### src/hdl/tgf_pkg.sv
`default_nettype none

package tgf_pkg;

    localparam int OP_W      = 2;
    localparam int ELEM_W    = 10;
    localparam int TEAM_W    = 4;
    localparam int STATUS_W  = 2;
    localparam int NUM_ELEMS = 1 << ELEM_W;
    localparam int NUM_TEAMS = 1 << TEAM_W;

    typedef logic [OP_W-1:0]     op_t;
    typedef logic [ELEM_W-1:0]   elem_t;
    typedef logic [TEAM_W-1:0]   team_t;
    typedef logic [STATUS_W-1:0] status_t;

    localparam op_t OP_ASSIGN  = 2'd0;
    localparam op_t OP_ENQUEUE = 2'd1;
    localparam op_t OP_DEQUEUE = 2'd2;
    localparam op_t OP_CLEAR   = 2'd3;

    localparam status_t ST_OK    = 2'd0;
    localparam status_t ST_EMPTY = 2'd1;
    localparam status_t ST_FULL  = 2'd2;

    // Commands from the controller to the datapath.
    typedef struct packed {
        logic load;       // capture the transaction and launch the first reads
        logic enq_alloc;  // take a slot and fill in its value and team
        logic link_self;  // write the next pointer of the new slot
        logic link_prev;  // link the new slot in and post the result
        logic finish;     // one-step operations: commit and post the result
    } tgf_cmd_t;

    // Status from the datapath to the controller.
    typedef struct packed {
        op_t  op;
        logic full;
        logic out_free;
    } tgf_stat_t;

endpackage

`default_nettype wire

### src/hdl/tgf_ctrl.sv
`default_nettype none

module tgf_ctrl
    import tgf_pkg::*;
(
    input  wire logic      clk,
    input  wire logic      rst_n,
    input  wire logic      cmd_valid,
    output logic           cmd_stall,
    input  wire tgf_stat_t stat,
    output tgf_cmd_t       cmd
);

    localparam logic [1:0] S_IDLE  = 2'd0;
    localparam logic [1:0] S_EXEC  = 2'd1;
    localparam logic [1:0] S_LINK1 = 2'd2;
    localparam logic [1:0] S_LINK2 = 2'd3;

    logic [1:0] state_reg;
    logic [1:0] state_next;

    always_comb
    begin
        state_next = state_reg;
        cmd        = '0;
        cmd_stall  = 1'b1;
        case (state_reg)
            S_IDLE:
            begin
                cmd_stall = 1'b0;
                if (cmd_valid)
                begin
                    cmd.load   = 1'b1;
                    state_next = S_EXEC;
                end
            end
            S_EXEC:
            begin
                // A successful enqueue goes on to the link steps; everything
                // else completes here once the output register can take it.
                if (stat.op == OP_ENQUEUE && !stat.full)
                begin
                    cmd.enq_alloc = 1'b1;
                    state_next    = S_LINK1;
                end
                else if (stat.out_free)
                begin
                    cmd.finish = 1'b1;
                    state_next = S_IDLE;
                end
            end
            S_LINK1:
            begin
                cmd.link_self = 1'b1;
                state_next    = S_LINK2;
            end
            S_LINK2:
            begin
                if (stat.out_free)
                begin
                    cmd.link_prev = 1'b1;
                    state_next    = S_IDLE;
                end
            end
            default:
            begin
                state_next = S_IDLE;
            end
        endcase
    end

    always_ff @(posedge clk or negedge rst_n)
    begin
        if (!rst_n)
        begin
            state_reg <= S_IDLE;
        end
        else
        begin
            state_reg <= state_next;
        end
    end

endmodule

`default_nettype wire

### config.mk
export PLATFORM = sky130hd
export DESIGN_NAME = tgf_ctrl
export DESIGN_NICKNAME = d
export VERILOG_FILES = /design/src/hdl/tgf_pkg.sv /design/src/hdl/tgf_ctrl.sv
export SDC_FILE = /design/constraint.sdc
export NUM_CORES = 1
export LEC_CHECK = 0
export BUFFER_PORTS_ARGS = -buffer_cell sky130_fd_sc_hd__clkbuf_2
export CAP_MARGIN = 40
export CORE_AREA = 2 2 39 41
export CTS_CLUSTER_DIAMETER = 30
export DETAILED_ROUTE_END_ITERATION = 6
export DIE_AREA = 0 0 41 43
export SETUP_SLACK_MARGIN = 0.3
export SLEW_MARGIN = 5
export SYNTH_ARGS = -nofsm -noshare
export SYNTH_HDL_FRONTEND = slang
export SYNTH_SLANG_ARGS = --single-unit
export TNS_END_PERCENT = 100
### constraint.sdc
create_clock -name clk -period 1.1 [get_ports clk]
set_input_delay 0.055 -clock clk [delete_from_list [all_inputs] [get_ports clk]]
set_output_delay 0.055 -clock clk [all_outputs]
set_load 0.01 [all_outputs]
==> impl_results.md, run 1 <==
* Final setup TNS at -0.2029 ns
* CP Capture Type: output port
* Crit path cell chain: or2_4 -> nor2_4 -> buf_6
* Post-Synth Adder-Cell Area at 0
* Mapped Nets at 23
* Post-Syn Instances at 16
* Maximum clock frequency at 862.0 MHz
* Initial antenna violation count at 0
* Largest area contributor in the netlist: dfrtp_1
* Placement Cell Area at 242.7 µm²
* Failing checks: setup timing
* CTS sink cnt at 2
* Largest family of logic cells by synthesized area: simple AND/OR/NAND/NOR gates
* Count of input and output buffers at 12
* Final period util at 1.055
* Post-synthesis cell area at 146.4 µm²
* Max reg flops at 2
* IO Pins at 13
* Grt ovf at 0
* WL/cell at 8.455 µm
* Post-synthesis simple-gate area fraction at 0.4872
* CP Max Fanout at 5
* Horiz. Die Dim at 41 µm
* Post-synthesis xor/xnor area fraction at 0
* Clk Latency, worst-skew pair at 0.23 ns
* DR vias at 196
* PwrDens at 2177 mW/mm²
* Ranking of synthesized cells by area: dfrtp_1 34%, a211oi_2 8.5%, nor3b_2 8.5%
* Sequential share of the synthesized area at 0.3419
* First-pass GRT wire length at 724 µm
* Root buffer cell: clkbuf_4
* Synth warn at 0
* Number of synthesized flops with an enable pin at 0
* Initial drt markers at 4
* Post-route ant nets at 0
* Max-slew headroom at 0.7823
* Mux contribution to synthesized area at 0
* Setup CP Type: register to output port
* Vias in the first global route at 180
* Clock period minus worst slack at 1.160 ns
* Core area at 0.001384 mm²
* Ant. Diodes at 0
* Nets at 47
* Final setup fails at 6
* Max Cap Viol at 0
* CTS buffer count at 3
* Clock-pin slew on the worst setup and hold paths at 0.04 ns
* DRC Markers at 0
* Global Route Usage Sum at 0.06921
* Layout cell share with drive strength beyond 1 at 0.7949
* Slowest-stage cell, CP: dfrtp_2
* Synth Flop Type: dfrtp_1
* Hold Path Class: primary input to async pin
* Status: complete, but fails checks
* Crit-path max cell delay at 0.44 ns
* Finished Layout Cells at 55
* Area Overhead vs Synth at 138.5%
* Crit path DAT at 1.11 ns
* Vias per cell at 3.564
* Row count at 14
* Commonest cells in the netlist: 2 x dfrtp_1, 2 x nor3_1
* Placed Cells at 44
* Critical path data required time at 1.04 ns
* Final Hold Fails at 0
* CTS Buffer Depth at 2
* Post-Route WL at 465 µm
* Die ar. at 0.001763 mm²
* First-pass iteration count of the detailed router at 2
* Ys async rst share at 1.000
* Synth Area in Compound Gates at 0.1453
* Setup crit start kind: register
* Design Area, Final at 349.1 µm²
* Clock skew at 0.01047 ns
* H-tree Lvls at 1
* Maximum vdd drop at 0.4654 mV
* Die height at 43 µm
* Synth cell types at 14
* P_leak at 0.0001781 µW
* Largest net degree at the start of global routing at 7
* GP Congestion at 0.7487
* Initial core utilization at 0.1058
* Final worst slack at -0.06010 ns
* RSZ-0062 raised after global routing: yes
* Pre-CTS WS at 0.1484 ns
* Syn avg cell area at 9.149 µm²
* Yosys top cell area share at 0.3419
* Slew at the pin closest to its max-slew limit at 0.3252 ns
* Fin. max-slew vios at 0
* TritonCTS clock tree: done
* Synth Register Bits at 2
-- cells in the final DEF, fill, tap and decap left out, drive strengths merged --
| master | count |
|---|---|
| and3 | 1 |
| nor3 | 2 |
| nor2 | 1 |
| a211oi | 1 |
| nor2b | 2 |
| or2 | 1 |
| inv | 1 |
| clkbuf | 11 |
| dlygate4sd3 | 1 |
| a22o | 1 |
| dfrtp | 2 |
| nor3b | 1 |
| nand2 | 1 |
| and2 | 2 |
| buf | 11 |
-- layer usage --
layer | share of wire | global-route usage
met1 | 0.47 | 0.08333
met2 | 0.46 | 0.07813
met3 | 0.065 | 0.01571
met4 | 0 | 0.1000
met5 | 0 | 0
-- stage by stage --
stage               power (µW)  hold WS (ns)  utilization
detailed placement       386.8       -0.1575       0.1754
global placement         383.4       -0.1555       0.1754
finish                   759.8        0.1385       0.2523
global route             828.2        0.1341       0.2523
CTS                      710.9        0.1305       0.2387
floorplan                307.6       -0.2406            -
-- kinds of logic (layout without fill, tap and decap cells) --
family / Yosys count / in the layout
simple gates: 11 / 11
compound gates: 2 / 2
flops: 2 / 2
buf+inv: 1 / 24
-- report_power, final --
| part | switching (µW) | leakage (µW) | internal [µW] | total (µW) |
|---|---|---|---|---|
| Combinational | 156 | 0.000141 | 269 | 425 |
| Sequential | 45.3 | 0.0000222 | 104 | 150 |
| Clock | 50.2 | 0.0000150 | 135 | 185 |
-- worst max-delay path: cells and delay by family, from the launching register on --
kind / cells / cell delay, ns
DFF: 1 / 0.44
and+or+nand+nor: 2 / 0.33
buffers and inverters: 1 / 0.10
-- area by class of cell --
class / count / area [µm²]
clock buffers: 4 / 26.28
fillers: 154 / 1035
inverters: 1 / 3.754
multi-input cells: 13 / 117.6
flip-flops and latches: 2 / 52.55
well taps: 16 / 20.02
repair buffers: 19 / 128.9
-- path summary, 6_finish.rpt --
path	startpoint	endpoint	slack, ns	depth (start not counted)
max in group asynchronous	rst_n	state_reg[0]	0.84	2
worst max register to register	state_reg[0]	state_reg[1]	0.04	4
worst min-delay path	rst_n	state_reg[1]	0.14	2
min in group clk	stat[0]	state_reg[0]	0.14	3
worst min register to register	state_reg[0]	state_reg[1]	0.69	2
worst max-delay path	state_reg[1]	cmd[4]	-0.06	3
-- what timing repair did --
item,4_1_cts,5_1_grt
endpoints found under the hold margin,2,0
gates resized for setup,3,8
setup buffers,5,1
hold buffers,1,0
setup endpoints to repair,8,8
pin swaps,1,1
Note: power is estimated with default switching activity, not from simulation.
==> run 2: changes to the inputs <==
- RECOVER_POWER: unset -> 100
==> impl_results.md, run 2 (same netlist as run 1, synthesis figures left out) <==
* Crit path DAT at 1.11 ns (about the same)
* Global Route Usage Sum at 0.06921 (unchanged)
* Grt ovf at 0 (unchanged)
* Nets at 47 (unchanged)
* GP Congestion at 0.7487 (unchanged)
* Layer with the highest usage: met4
* Horiz. Die Dim at 41 µm (unchanged)
* Routing usage on met1 at 0.08333 (unchanged)
* Max Cap Viol at 0 (unchanged)
* Initial core utilization at 0.1058 (unchanged)
* Max-slew headroom at 0.7823 (unchanged)
* Hold Path Class: primary input to async pin
* Reg2reg end: state_reg[1]
* Ant. Diodes at 0 (unchanged)
* Max reg flops at 2 (unchanged)
* Final setup fails at 6 (unchanged)
* Met3 GRT Util at 0.01571 (unchanged)
* Post-Route WL at 463 µm (-0.43%)
* Crit path cell chain: or2_4 -> nor2_4 -> buf_6
* Slowest-stage cell, CP: dfrtp_2
* CTS Buffer Depth at 2 (unchanged)
* Area of the multi-input gates at 117.6 µm² (unchanged)
* Count of input and output buffers at 12 (unchanged)
* Final Hold Fails at 0 (unchanged)
* Fillers at 154 (unchanged)
* Maximum vdd drop at 0.4654 mV (about the same)
* Finished Layout Cells at 55 (unchanged)
* Pre-CTS WS at 0.1484 ns (unchanged)
* Clock-pin slew on the worst setup and hold paths at 0.04 ns (about the same)
* Fin. max-slew vios at 0 (unchanged)
* Initial drt markers at 4 (unchanged)
* R2r setup slk at 0.04 ns (about the same)
* CP Max Fanout at 5 (unchanged)
* Layout cell share with drive strength beyond 1 at 0.7692 (-0.02564)
* Final core occ at 0.2514 (-0.0009040)
* Clock period minus worst slack at 1.160 ns (unchanged)
* DR vias at 196 (unchanged)
* Clock skew at 0.01047 ns (unchanged)
* RSZ-0062 raised after global routing: yes
* Vias per cell at 3.564 (unchanged)
* Placed Cells at 44 (unchanged)
* Core area at 0.001384 mm² (unchanged)
* Worst r2r path cells at 4 (unchanged)
* IO Pins at 13 (unchanged)
* Area Overhead vs Synth at 137.6%
* Initial antenna violation count at 0 (unchanged)
* Crit-path max cell delay at 0.44 ns (about the same)
* Setup crit start kind: register
* Row count at 14 (unchanged)
* Met2 usage at 0.07813 (unchanged)
* Largest net degree at the start of global routing at 7 (unchanged)
* Root buffer cell: clkbuf_4
* Die height at 43 µm (unchanged)
* Clk Latency, worst-skew pair at 0.23 ns (about the same)
* Commonest non-fill, non-tap cells in the layout: 6 x clkbuf_2, 4 x buf_2, 4 x buf_4
* P_leak at 0.0001751 µW (-1.7%)
* CP startpoint: state_reg[1]
* CP Capture Type: output port
* Post-route ant nets at 0 (unchanged)
* Setup CP Type: register to output port
* Final period util at 1.055 (unchanged)
* R2r startpoint: state_reg[0]
* First-pass iteration count of the detailed router at 2 (unchanged)
* Seq. cell area at 52.55 µm² (unchanged)
* CTS buffer count at 3 (unchanged)
* Critical path data required time at 1.04 ns (about the same)
* CTS sink cnt at 2 (unchanged)
* Commonest non-fill, non-tap cell in the layout: clkbuf_2
* Vias in the first global route at 180 (unchanged)
* Failing checks: setup timing
* TritonCTS clock tree: done
* Maximum clock frequency at 862.0 MHz (unchanged)
* H-tree Lvls at 1 (unchanged)
* DRC Markers at 0 (unchanged)
* Die ar. at 0.001763 mm² (unchanged)
* WL/cell at 8.418 µm (-0.43%)
* Slew at the pin closest to its max-slew limit at 0.3252 ns (unchanged)
* First-pass GRT wire length at 724 µm (unchanged)
* Worst hold slack at 0.1345 ns (-0.004050 ns)
* PwrDens at 2183 mW/mm² (+0.29%)
* Final worst slack at -0.06010 ns (unchanged)
* Status: complete, but fails checks
## run 2: cell counts in the layout (fill, tap and decap cells not counted)
No cell type changed its count.
## run 2: cell type report
type	count	area share
repair buffers	19	0.3669
multi-input cells	13	0.3381
flip-flops and latches	2	0.1511
clock buffers	4	0.07554
well taps	16	0.05755
inverters	1	0.01079
## run 2: through the flow
| step | instance area (µm²) | TNS, ns | power, µW |
|---|---|---|---|
| floorplan | 162.7 | 0 | 307.6 |
| global placement | 242.7 | 0 | 383.4 |
| detailed placement | 242.7 | 0 | 386.8 |
| CTS | 330.3 | -0.2662 | 710.9 |
| global route | 347.8 | -0.5213 | 827.7 |
| finish | 347.8 | -0.2030 | 759.3 |
## run 2: how the worst max path moves through the flow
stage	to	slack, ns
2_1_floorplan	cmd[4]	0.25
3_3_place_gp	cmd[4]	0.16
6_report	cmd[4]	-0.06
4_1_cts	cmd[4]	-0.08
5_1_grt	cmd[4]	-0.12
3_5_place_dp	cmd[0]	0.15
## run 2: what timing repair did
action / in CTS / in global routing
hold buffers: 1 / 0
hold endpoints to repair: 2 / 0
setup buffers: 5 / 1
pin swaps: 1 / 1
endpoints found under the setup margin: 8 / 8
gates resized for setup: 3 / 8
## run 2: metal layers
metal,vias to the layer above,wire length (µm)
li1,100,-
met1,86,217
met2,10,215
met3,0,30
met4,0,0
met5,-,0
## run 2: worst max-delay path, delay by kind of cell (launching register included)
kind / cells / cell delay [ns]
flops: 1 / 0.44
simple gates: 2 / 0.33
buf+inv: 1 / 0.10
## run 2: power breakdown
part | total [µW] | internal, µW | switching, µW
logic | 424 | 269 | 156
registers | 150 | 104 | 45.3
clock network | 185 | 135 | 50.2
total | 759 | 508 | 251
